**src/scfp_pkg.sv**
```systemverilog
// ----------------------------------------------------------------------------
// Serial command frame parser package
// Shared constants, phase codes and the types passed between parser and
// frame decoder.
// ----------------------------------------------------------------------------
package scfp_pkg;

	localparam int unsigned BUTTON_COUNT = 16;
	localparam int unsigned STORE_DEPTH  = 14;
	localparam int unsigned STORE_IDX_W  = $clog2(STORE_DEPTH);

	localparam logic [7:0]  SYNC_FIRST     = 8'hFF;
	localparam logic [7:0]  SYNC_SECOND    = 8'hAA;
	localparam logic [7:0]  CMD_REMOTE     = 8'h01;
	localparam logic [7:0]  CMD_VISION     = 8'h02;
	localparam logic [7:0]  REMOTE_MIN_LEN = 8'd14;
	localparam logic [7:0]  VISION_LEN     = 8'd4;
	localparam logic [15:0] LOST_MARKER    = 16'h7FFF;

	// Only the low BUTTON_COUNT button bits can report a new press.
	localparam logic [15:0] BUTTON_MASK = 16'hFFFF >> (16 - BUTTON_COUNT);

	localparam logic FRAME_KIND_REMOTE = 1'b0;
	localparam logic FRAME_KIND_VISION = 1'b1;

	typedef enum logic [5:0] {
		PH_SYNC1 = 6'b000001,
		PH_SYNC2 = 6'b000010,
		PH_CMD   = 6'b000100,
		PH_LEN   = 6'b001000,
		PH_DATA  = 6'b010000,
		PH_CHECK = 6'b100000
	} phase_t;

	typedef logic [STORE_DEPTH-1:0][7:0] store_t;

	// Everything the decoder needs to judge a frame at its checksum byte.
	typedef struct packed {
		logic [7:0]  command;
		logic [7:0]  length;
		logic [7:0]  payload_sum;
		logic [7:0]  frame_sum;
		logic [15:0] prev_buttons;
		logic [31:0] remote_seq;
		logic [31:0] vision_seq;
	} frame_ctx_t;

	typedef struct packed {
		logic               frame_kind;
		logic [31:0]        sequence_number;
		logic [15:0]        buttons_down;
		logic [15:0]        new_presses;
		logic signed [15:0] axis_zero;
		logic signed [15:0] axis_one;
		logic signed [15:0] axis_two;
		logic signed [15:0] axis_three;
		logic signed [15:0] axis_four;
		logic signed [15:0] axis_five;
		logic               target_found;
	} result_t;

	typedef struct packed {
		logic accept_remote;
		logic accept_vision;
	} verdict_t;

endpackage

```
**src/serial_command_frame_parser.sv**
```systemverilog
// ----------------------------------------------------------------------------
// Serial command frame parser
// Finds FF AA framed commands in a received byte stream and reports accepted
// remote input and vision measurement frames.
// ----------------------------------------------------------------------------
// Usage: each input item is one received byte with the current time. The
// parser hunts for the sync pair FF AA, then reads command, length, payload
// and a checksum byte. A remote frame (command 1, payload sum check, at least
// 14 payload bytes) or a vision frame (command 2, whole-frame sum check,
// exactly 4 payload bytes) yields one result item at its checksum byte; every
// other byte yields nothing.
// Throughput is one byte per cycle while in_stall is low. A byte is captured
// in the input register and processed from there; the result of an accepted
// frame enters the output register when its checksum byte is processed.
// The output register holds a result until it is taken. While a result waits
// under stall, bytes that produce no result still flow; a checksum byte that
// would produce a second result waits in the input register, which raises
// stall on the input side.
// Reset returns the parser to hunting for the first sync byte and clears the
// sequence counters and the remembered buttons. The payload bytes are not
// reset; every byte read is written earlier in the same frame.
module serial_command_frame_parser (
	input  logic               clk,
	input  logic               arst_n,
	input  logic               in_valid,
	output logic               in_stall,
	input  logic [7:0]         rx_byte,
	input  logic [31:0]        now_time,
	output logic               out_valid,
	input  logic               out_stall,
	output logic               frame_kind,
	output logic [31:0]        sequence_number,
	output logic [31:0]        time_stamp,
	output logic [15:0]        buttons_down,
	output logic [15:0]        new_presses,
	output logic signed [15:0] axis_zero,
	output logic signed [15:0] axis_one,
	output logic signed [15:0] axis_two,
	output logic signed [15:0] axis_three,
	output logic signed [15:0] axis_four,
	output logic signed [15:0] axis_five,
	output logic               target_found
);

	// Input register.
	logic        valid_s1;
	logic [7:0]  byte_s1;
	logic [31:0] time_s1;

	// Parser state.
	scfp_pkg::phase_t phase_q;
	logic [7:0]       command_q;
	logic [7:0]       length_q;
	logic [7:0]       position_q;
	logic [7:0]       payload_sum_q;
	logic [7:0]       frame_sum_q;
	logic [15:0]      prev_buttons_q;
	logic [31:0]      remote_seq_q;
	logic [31:0]      vision_seq_q;
	scfp_pkg::store_t store_q;

	scfp_pkg::frame_ctx_t ctx;
	scfp_pkg::verdict_t   verdict;
	scfp_pkg::result_t    result;
	scfp_pkg::result_t    result_q;
	logic [31:0]          time_stamp_q;
	logic                 out_valid_q;

	logic emit;
	logic out_free;
	logic step;
	logic [7:0] position_next;

	assign ctx.command      = command_q;
	assign ctx.length       = length_q;
	assign ctx.payload_sum  = payload_sum_q;
	assign ctx.frame_sum    = frame_sum_q;
	assign ctx.prev_buttons = prev_buttons_q;
	assign ctx.remote_seq   = remote_seq_q;
	assign ctx.vision_seq   = vision_seq_q;

	scfp_frame_decode u_decode (
		.ctx     (ctx),
		.store   (store_q),
		.check   (byte_s1),
		.verdict (verdict),
		.result  (result)
	);

	// A byte produces a result only at the checksum of an accepted frame.
	assign emit = (phase_q == scfp_pkg::PH_CHECK)
		&& (verdict.accept_remote || verdict.accept_vision);
	assign out_free = !out_valid_q || !out_stall;
	// The byte in the input register is processed this cycle.
	assign step = valid_s1 && (out_free || !emit);
	assign in_stall = valid_s1 && !step;
	assign position_next = position_q + 8'd1;

	always_ff @(posedge clk or negedge arst_n) begin
		if (!arst_n) begin
			valid_s1 <= 1'b0;
		end else if (!in_stall) begin
			valid_s1 <= in_valid;
		end
	end

	always_ff @(posedge clk) begin
		if (!in_stall && in_valid) begin
			byte_s1 <= rx_byte;
			time_s1 <= now_time;
		end
	end

	always_ff @(posedge clk or negedge arst_n) begin
		if (!arst_n) begin
			phase_q        <= scfp_pkg::PH_SYNC1;
			command_q      <= '0;
			length_q       <= '0;
			position_q     <= '0;
			payload_sum_q  <= '0;
			frame_sum_q    <= '0;
			prev_buttons_q <= '0;
			remote_seq_q   <= '0;
			vision_seq_q   <= '0;
		end else if (step) begin
			case (phase_q)
				scfp_pkg::PH_SYNC1: begin
					if (byte_s1 == scfp_pkg::SYNC_FIRST) begin
						phase_q <= scfp_pkg::PH_SYNC2;
					end
				end
				scfp_pkg::PH_SYNC2: begin
					// A repeated first sync byte keeps waiting for the second.
					if (byte_s1 == scfp_pkg::SYNC_SECOND) begin
						phase_q     <= scfp_pkg::PH_CMD;
						frame_sum_q <= scfp_pkg::SYNC_FIRST + scfp_pkg::SYNC_SECOND;
					end else if (byte_s1 != scfp_pkg::SYNC_FIRST) begin
						phase_q <= scfp_pkg::PH_SYNC1;
					end
				end
				scfp_pkg::PH_CMD: begin
					command_q   <= byte_s1;
					frame_sum_q <= frame_sum_q + byte_s1;
					phase_q     <= scfp_pkg::PH_LEN;
				end
				scfp_pkg::PH_LEN: begin
					length_q      <= byte_s1;
					frame_sum_q   <= frame_sum_q + byte_s1;
					payload_sum_q <= '0;
					position_q    <= '0;
					// An empty payload goes straight to the checksum.
					phase_q <= (byte_s1 == 8'd0) ? scfp_pkg::PH_CHECK : scfp_pkg::PH_DATA;
				end
				scfp_pkg::PH_DATA: begin
					payload_sum_q <= payload_sum_q + byte_s1;
					frame_sum_q   <= frame_sum_q + byte_s1;
					position_q    <= position_next;
					if (position_next == length_q) begin
						phase_q <= scfp_pkg::PH_CHECK;
					end
				end
				scfp_pkg::PH_CHECK: begin
					phase_q <= scfp_pkg::PH_SYNC1;
					if (verdict.accept_remote) begin
						prev_buttons_q <= result.buttons_down;
						remote_seq_q   <= result.sequence_number;
					end
					if (verdict.accept_vision) begin
						vision_seq_q <= result.sequence_number;
					end
				end
				default: begin
					phase_q <= scfp_pkg::PH_SYNC1;
				end
			endcase
		end
	end

	// Only the first payload bytes are kept; longer payloads still enter the sums.
	always_ff @(posedge clk) begin
		if (step && (phase_q == scfp_pkg::PH_DATA)
			&& (position_q < 8'(scfp_pkg::STORE_DEPTH))) begin
			store_q[position_q[scfp_pkg::STORE_IDX_W-1:0]] <= byte_s1;
		end
	end

	// Output register.
	always_ff @(posedge clk or negedge arst_n) begin
		if (!arst_n) begin
			out_valid_q <= 1'b0;
		end else if (step && emit) begin
			out_valid_q <= 1'b1;
		end else if (!out_stall) begin
			out_valid_q <= 1'b0;
		end
	end

	always_ff @(posedge clk) begin
		if (step && emit) begin
			result_q     <= result;
			time_stamp_q <= time_s1;
		end
	end

	assign out_valid       = out_valid_q;
	assign frame_kind      = result_q.frame_kind;
	assign sequence_number = result_q.sequence_number;
	assign time_stamp      = time_stamp_q;
	assign buttons_down    = result_q.buttons_down;
	assign new_presses     = result_q.new_presses;
	assign axis_zero       = result_q.axis_zero;
	assign axis_one        = result_q.axis_one;
	assign axis_two        = result_q.axis_two;
	assign axis_three      = result_q.axis_three;
	assign axis_four       = result_q.axis_four;
	assign axis_five       = result_q.axis_five;
	assign target_found    = result_q.target_found;

endmodule

```
**src/scfp_frame_decode.sv**
```systemverilog
// ----------------------------------------------------------------------------
// Frame decoder
// Checks the checksum and length of a finished frame and builds its result.
// ----------------------------------------------------------------------------
module scfp_frame_decode (
	input  scfp_pkg::frame_ctx_t ctx,
	input  scfp_pkg::store_t     store,
	input  logic [7:0]           check,
	output scfp_pkg::verdict_t   verdict,
	output scfp_pkg::result_t    result
);

	logic [15:0] held;
	logic [15:0] dx;
	logic [15:0] dy;

	assign held = {store[1], store[0]};
	assign dx   = {store[1], store[0]};
	assign dy   = {store[3], store[2]};

	always_comb begin
		verdict.accept_remote = (ctx.command == scfp_pkg::CMD_REMOTE)
			&& (ctx.payload_sum == check) && (ctx.length >= scfp_pkg::REMOTE_MIN_LEN);
		verdict.accept_vision = (ctx.command == scfp_pkg::CMD_VISION)
			&& (ctx.frame_sum == check) && (ctx.length == scfp_pkg::VISION_LEN);
	end

	always_comb begin
		if (ctx.command == scfp_pkg::CMD_VISION) begin
			result.frame_kind      = scfp_pkg::FRAME_KIND_VISION;
			result.sequence_number = ctx.vision_seq + 32'd1;
			result.buttons_down    = '0;
			result.new_presses     = '0;
			result.axis_zero       = dx;
			result.axis_one        = dy;
			result.axis_two        = '0;
			result.axis_three      = '0;
			result.axis_four       = '0;
			result.axis_five       = '0;
			result.target_found    = (dx != scfp_pkg::LOST_MARKER)
				&& (dy != scfp_pkg::LOST_MARKER);
		end else begin
			result.frame_kind      = scfp_pkg::FRAME_KIND_REMOTE;
			result.sequence_number = ctx.remote_seq + 32'd1;
			result.buttons_down    = held;
			result.new_presses     = held & ~ctx.prev_buttons & scfp_pkg::BUTTON_MASK;
			result.axis_zero       = {store[3], store[2]};
			result.axis_one        = {store[5], store[4]};
			result.axis_two        = {store[7], store[6]};
			result.axis_three      = {store[9], store[8]};
			result.axis_four       = {store[11], store[10]};
			result.axis_five       = {store[13], store[12]};
			result.target_found    = 1'b1;
		end
	end

endmodule
```
**config.mk**
```make
export PLATFORM = sky130hd
export DESIGN_NAME = serial_command_frame_parser
export DESIGN_NICKNAME = d
export VERILOG_FILES = /design/src/scfp_pkg.sv /design/src/serial_command_frame_parser.sv /design/src/scfp_frame_decode.sv
export SDC_FILE = /design/constraint.sdc
export NUM_CORES = 1
export LEC_CHECK = 0
export BUFFER_PORTS_ARGS = -buffer_cell sky130_fd_sc_hd__buf_2
export CORE_ASPECT_RATIO = 0.75
export CORE_MARGIN = 2
export CORE_UTILIZATION = 60
export DETAILED_ROUTE_END_ITERATION = 10
export PLACE_DENSITY_LB_ADDON = 0.25
export SYNTH_ARGS = -nofsm -noshare
export SYNTH_HDL_FRONTEND = slang
export SYNTH_HIERARCHICAL = 1
export SYNTH_SLANG_ARGS = --single-unit
```
**constraint.sdc**
```tcl
create_clock -name clk -period 13.2 [get_ports clk]
set_input_delay 2.64 -clock clk [delete_from_list [all_inputs] [get_ports clk]]
set_output_delay 2.64 -clock clk [all_outputs]
set_load 0.01 [all_outputs]
```
==> impl_summary.log <==
[metrics] placeable core region: 0.0315 mm2
[metrics] sum of overflow across all layers after global routing: 0
[metrics] switching power summed over all nets: around 0.66 mW
[metrics] Peak VDD IR: 0.131 mV
[metrics] endpoint of the worst setup timing path: in_stall
[metrics] clock latency on the worst-skew pair: about 560 ps
[metrics] share of the synthesized area in the top cell type: 0.537
[metrics] DRT iter0 DRCs: roughly 1100
[metrics] cell types with the highest counts after synthesis: sky130_fd_sc_hd__edfxtp_1 (346), sky130_fd_sc_hd__nand2_1 (175), sky130_fd_sc_hd__dfrtp_1 (127)
[metrics] met1 layer usage reported by global route: 0.366
[metrics] endpoint kind of the worst setup timing path: output pin
[metrics] floorplan row count: 56
[metrics] top cells by area in the synthesized netlist: sky130_fd_sc_hd__edfxtp_1 (54%), sky130_fd_sc_hd__dfrtp_1 (16%), sky130_fd_sc_hd__mux2_2 (5.5%)
[metrics] Post-Syn Instances: roughly 1400
[metrics] Post-synth EDFFs: 346
[metrics] setup bufs post-CTS: 0
[metrics] launch point of the worst reg-to-reg path: command_q[7]
[metrics] clock network power share: 0.417
[metrics] area growth from synthesis to layout: 16.2%
[metrics] number of nets still failing antenna checks after routing: 0
[metrics] main combinational cell family by area after synthesis: simple AND/OR/NAND/NOR gates
[metrics] deepest clock path buffer count: 3
[metrics] Synth Flop Type: sky130_fd_sc_hd__edfxtp_1
[metrics] parity-gate share of the synthesized area counting xor and xnor cells: 0.0366
[metrics] number of nets at the end of the flow: 1682
[metrics] starting utilization of the core area: 0.614
[metrics] Critical Setup Path Class: reg2out
[metrics] warnings from Yosys: 6
[metrics] max capacitance violation total: 0
[metrics] Vias: 11800
[metrics] combinational share of power: 0.051
[metrics] number of instances in the placed design: roughly 2000
[metrics] register bit count reported by yosys: between 400 and 500
[metrics] register-to-register setup slack: around 7400 ps
[metrics] CP Launch Type: flip-flop
[metrics] mean area per synthesized cell: 14.3 um2
[metrics] leakage power: around 9.1 nW
[metrics] switching power as a share of total power: 0.214
[metrics] cell family with most CP delay: simple AND/OR/NAND/NOR gates
[metrics] crit path time final: 6560 ps
[metrics] power per cell area: 138 mW/mm2
[metrics] H-Tree Level Count: 2
[metrics] clk root buf: sky130_fd_sc_hd__clkbuf_16
[metrics] Die H: ~160 um
[metrics] worst reg2reg endpoint: axis_one[10]
[metrics] worst-path cell chain: nor4b_1, nand2_4, nor4_1, nor2_1, nor2_1, nand3_1, inv_1, buf_2
[metrics] complex-gate fraction of the synthesized area: 0.0321
[metrics] cell mode on critical path: sky130_fd_sc_hd__nor2_1
[metrics] FF-to-FF path depth: 8
[metrics] Setup crit start: command_q[7]
[metrics] outcome: complete, no violations
[metrics] placed wire-length estimate: about 27000 um
[metrics] number of failing setup endpoints in the final timing report: 0
[metrics] sum of negative setup slack: 0 ps
[metrics] final routed DRC violation total: 0
[metrics] Fin Hold WS: ~420 ps
[metrics] sequential-to-total area share from yosys stat: 0.702
[metrics] share of layout cells above drive strength 1: 0.261
[metrics] I/O Buffers: 239
[metrics] Post-Synth Simple-Gate Area: 0.134
[metrics] distinct cell type count of the synthesized netlist: between 60 and 70
[metrics] Fin Clk Skew: approximately 11 ps
[metrics] number of buffers inserted by hold repair at cts: 0
[metrics] largest stage delay on the critical path: just over 800 ps
[metrics] Max Fanout on Critical Path: 74
[metrics] First-pass DRT Iterations: 5
[metrics] busiest metal layer after global routing: met1
[metrics] portion of total power attributed to sequential cells: 0.532
[metrics] Pins Over Slew Limit: 0
[metrics] multiplexer area fraction after synthesis: 0.0668
[metrics] most frequently used cell type in the post-synthesis netlist: sky130_fd_sc_hd__edfxtp_1
[metrics] instance count on the critical path: 8
[metrics] endpoint required time on the critical path: ~11000 ps
[metrics] vias per inst: 5.75
[metrics] post-synthesis instance area: roughly 0.019 mm2
[metrics] global placement routability congestion: approximately 0.87
[metrics] Critical Path Slowest Stage Cell: sky130_fd_sc_hd__nor4b_1
[metrics] buffer and inverter count on the worst path: 2
[metrics] initial antenna violation count: 0
[metrics] Total GRT Usage: 0.239
[metrics] wire length of the first global-routing pass: roughly 63000 um
[metrics] global routing met3 resource utilization: 0.0546
[metrics] clock-pin slew on the worst setup and hold paths: ~60 ps
[metrics] clock tree from TritonCTS: done
[metrics] clock sinks: 474
[metrics] final hold viol count: 0
[metrics] unrepaired setup endpoints after global routing: no
[metrics] GRT met2 Usage: 0.345
[metrics] class of the tightest hold or removal check: reg2reg
[metrics] overall routed net length: 40800 um
[metrics] Arrival @ worst endpoint: around 3900 ps
[metrics] per-cell routed wire length: approximately 20 um
[metrics] post-route fraction of the period consumed by the critical path: 0.497
[metrics] worst-case headroom to the max-slew limit: 0.226
[metrics] Final Instance Count excl. Fillers: slightly above 2000
[metrics] number of gates resized after CTS: 0
[metrics] Fmax achieved: 0.152 GHz
[metrics] adder and majority cell fraction of the synthesized area: 0.0143
[metrics] internal power contribution: 2.44 mW
[metrics] Die Area: 0.0337 mm2
[metrics] post-synthesis async set-or-reset flop share: 0.270
[metrics] die boundary width: roughly 210 um
[metrics] antenna cells: 0
[metrics] syn nets: around 1400
[metrics] via count of the first global-routing pass: 11300
[metrics] largest net degree at the start of global routing: 87
[metrics] transition time at the pin with the least slew margin: around 1200 ps
[metrics] Inserted Clock Buffers: 45
[metrics] total I/O pin count: 240
[metrics] leading area contributor after synthesis: sky130_fd_sc_hd__edfxtp_1
how the worst min path moves through the flow:
stage,cells after the start,startpoint,to
after floorplan,0,time_s1[0],time_stamp[0]
after global placement,0,time_s1[19],time_stamp[19]
after detailed placement,0,time_s1[12],time_stamp[12]
after CTS,0,time_s1[12],time_stamp[12]
after global routing,0,time_s1[12],time_stamp[12]
final,0,time_s1[12],time_stamp[12]
through the flow:
stage	power, mW	utilization	cell area [um2]	worst slack, ps
after global placement	1.83	0.667	21000	7100
after global routing	3.19	0.713	22500	6300
after floorplan	1.78	-	19400	5340
final	3.10	0.713	22500	6640
after detailed placement	1.84	0.667	21000	7020
after CTS	3.12	0.713	22500	6610
cell usage in the layout, fill, tap and decap left out, types with 5 or more instances in the layout:
| master | instances |
|---|---|
| sky130_fd_sc_hd__nand3_1 | 45 |
| sky130_fd_sc_hd__buf_4 | 16 |
| sky130_fd_sc_hd__nor4_1 | 21 |
| sky130_fd_sc_hd__xnor2_1 | 45 |
| sky130_fd_sc_hd__xor2_1 | 36 |
| sky130_fd_sc_hd__bufinv_16 | 5 |
| sky130_fd_sc_hd__inv_1 | 23 |
| sky130_fd_sc_hd__nor3_1 | 22 |
| sky130_fd_sc_hd__ha_1 | 19 |
| sky130_fd_sc_hd__mux2i_1 | 20 |
| sky130_fd_sc_hd__o21ai_0 | 30 |
| sky130_fd_sc_hd__a21oi_1 | 17 |
| sky130_fd_sc_hd__nand2b_1 | 6 |
| sky130_fd_sc_hd__dfrtp_1 | 127 |
| sky130_fd_sc_hd__and3_1 | 14 |
| sky130_fd_sc_hd__clkinv_2 | 5 |
| sky130_fd_sc_hd__clkbuf_16 | 47 |
| sky130_fd_sc_hd__buf_2 | 238 |
| sky130_fd_sc_hd__nor2b_1 | 21 |
| sky130_fd_sc_hd__and2_1 | 84 |
| sky130_fd_sc_hd__edfxtp_1 | 346 |
| sky130_fd_sc_hd__nor2_1 | 55 |
| sky130_fd_sc_hd__clkinv_1 | 12 |
| sky130_fd_sc_hd__nand4_1 | 36 |
| sky130_fd_sc_hd__mux2_2 | 94 |
| sky130_fd_sc_hd__o31ai_1 | 7 |
| sky130_fd_sc_hd__clkbuf_1 | 8 |
| sky130_fd_sc_hd__nand2_1 | 173 |
final cells by class:
| class | count | area, um2 |
|---|---|---|
| Tap cell | 406 | 508 |
| Sequential cell | 474 | 13600 |
| Timing Repair Buffer | 254 | 1310 |
| Clock inverter | 28 | 270 |
| Multi-Input combinational cell | 818 | 5510 |
| Clock buffer | 55 | 1210 |
| Inverter | 24 | 90.1 |
| Fill cell | 2096 | 9040 |
metal layers:
| metal | share of wire | routed length, um |
|---|---|---|
| met1 | 0.46 | 18700 |
| met2 | 0.44 | 17900 |
| met3 | 0.081 | 3300 |
| met4 | 0.022 | 884 |
| met5 | 0 | 0 |
power groups by stage:
stage	Sequential, mW	Combinational, mW	Clock [mW]
6_report	1.65	0.160	1.29
5_1_grt	1.65	0.177	1.36
2_1_floorplan	1.67	0.110	0
4_1_cts	1.65	0.159	1.31
3_5_place_dp	1.68	0.158	0
3_3_place_gp	1.68	0.152	0
registers in the layout (all words and copies together) (netlist names), 6 cells and up:
signal and flops:
byte_s1 8, length_q 8, phase_q 6, frame_sum_q 8, new_presses 16, axis_two 16
axis_five 16, command_q 8, axis_three 16, vision_seq_q 32, payload_sum_q 8, sequence_number 32
position_q 8, axis_four 16, axis_one 16, prev_buttons_q 16, time_s1 32, remote_seq_q 32
buttons_down 16, time_stamp 32, axis_zero 16, store_q 112
cells by family after synthesis:
kind of cell | Yosys count
adder cells (fa/ha/maj) | 21
flip-flops | 474
AO/OA/AOI/OAI | 93
AND/OR/NAND/NOR | 506
buffers and inverters | 66
multiplexers | 117
XOR/XNOR | 81
No activity file was read; power rests on OpenSTA's default activity.
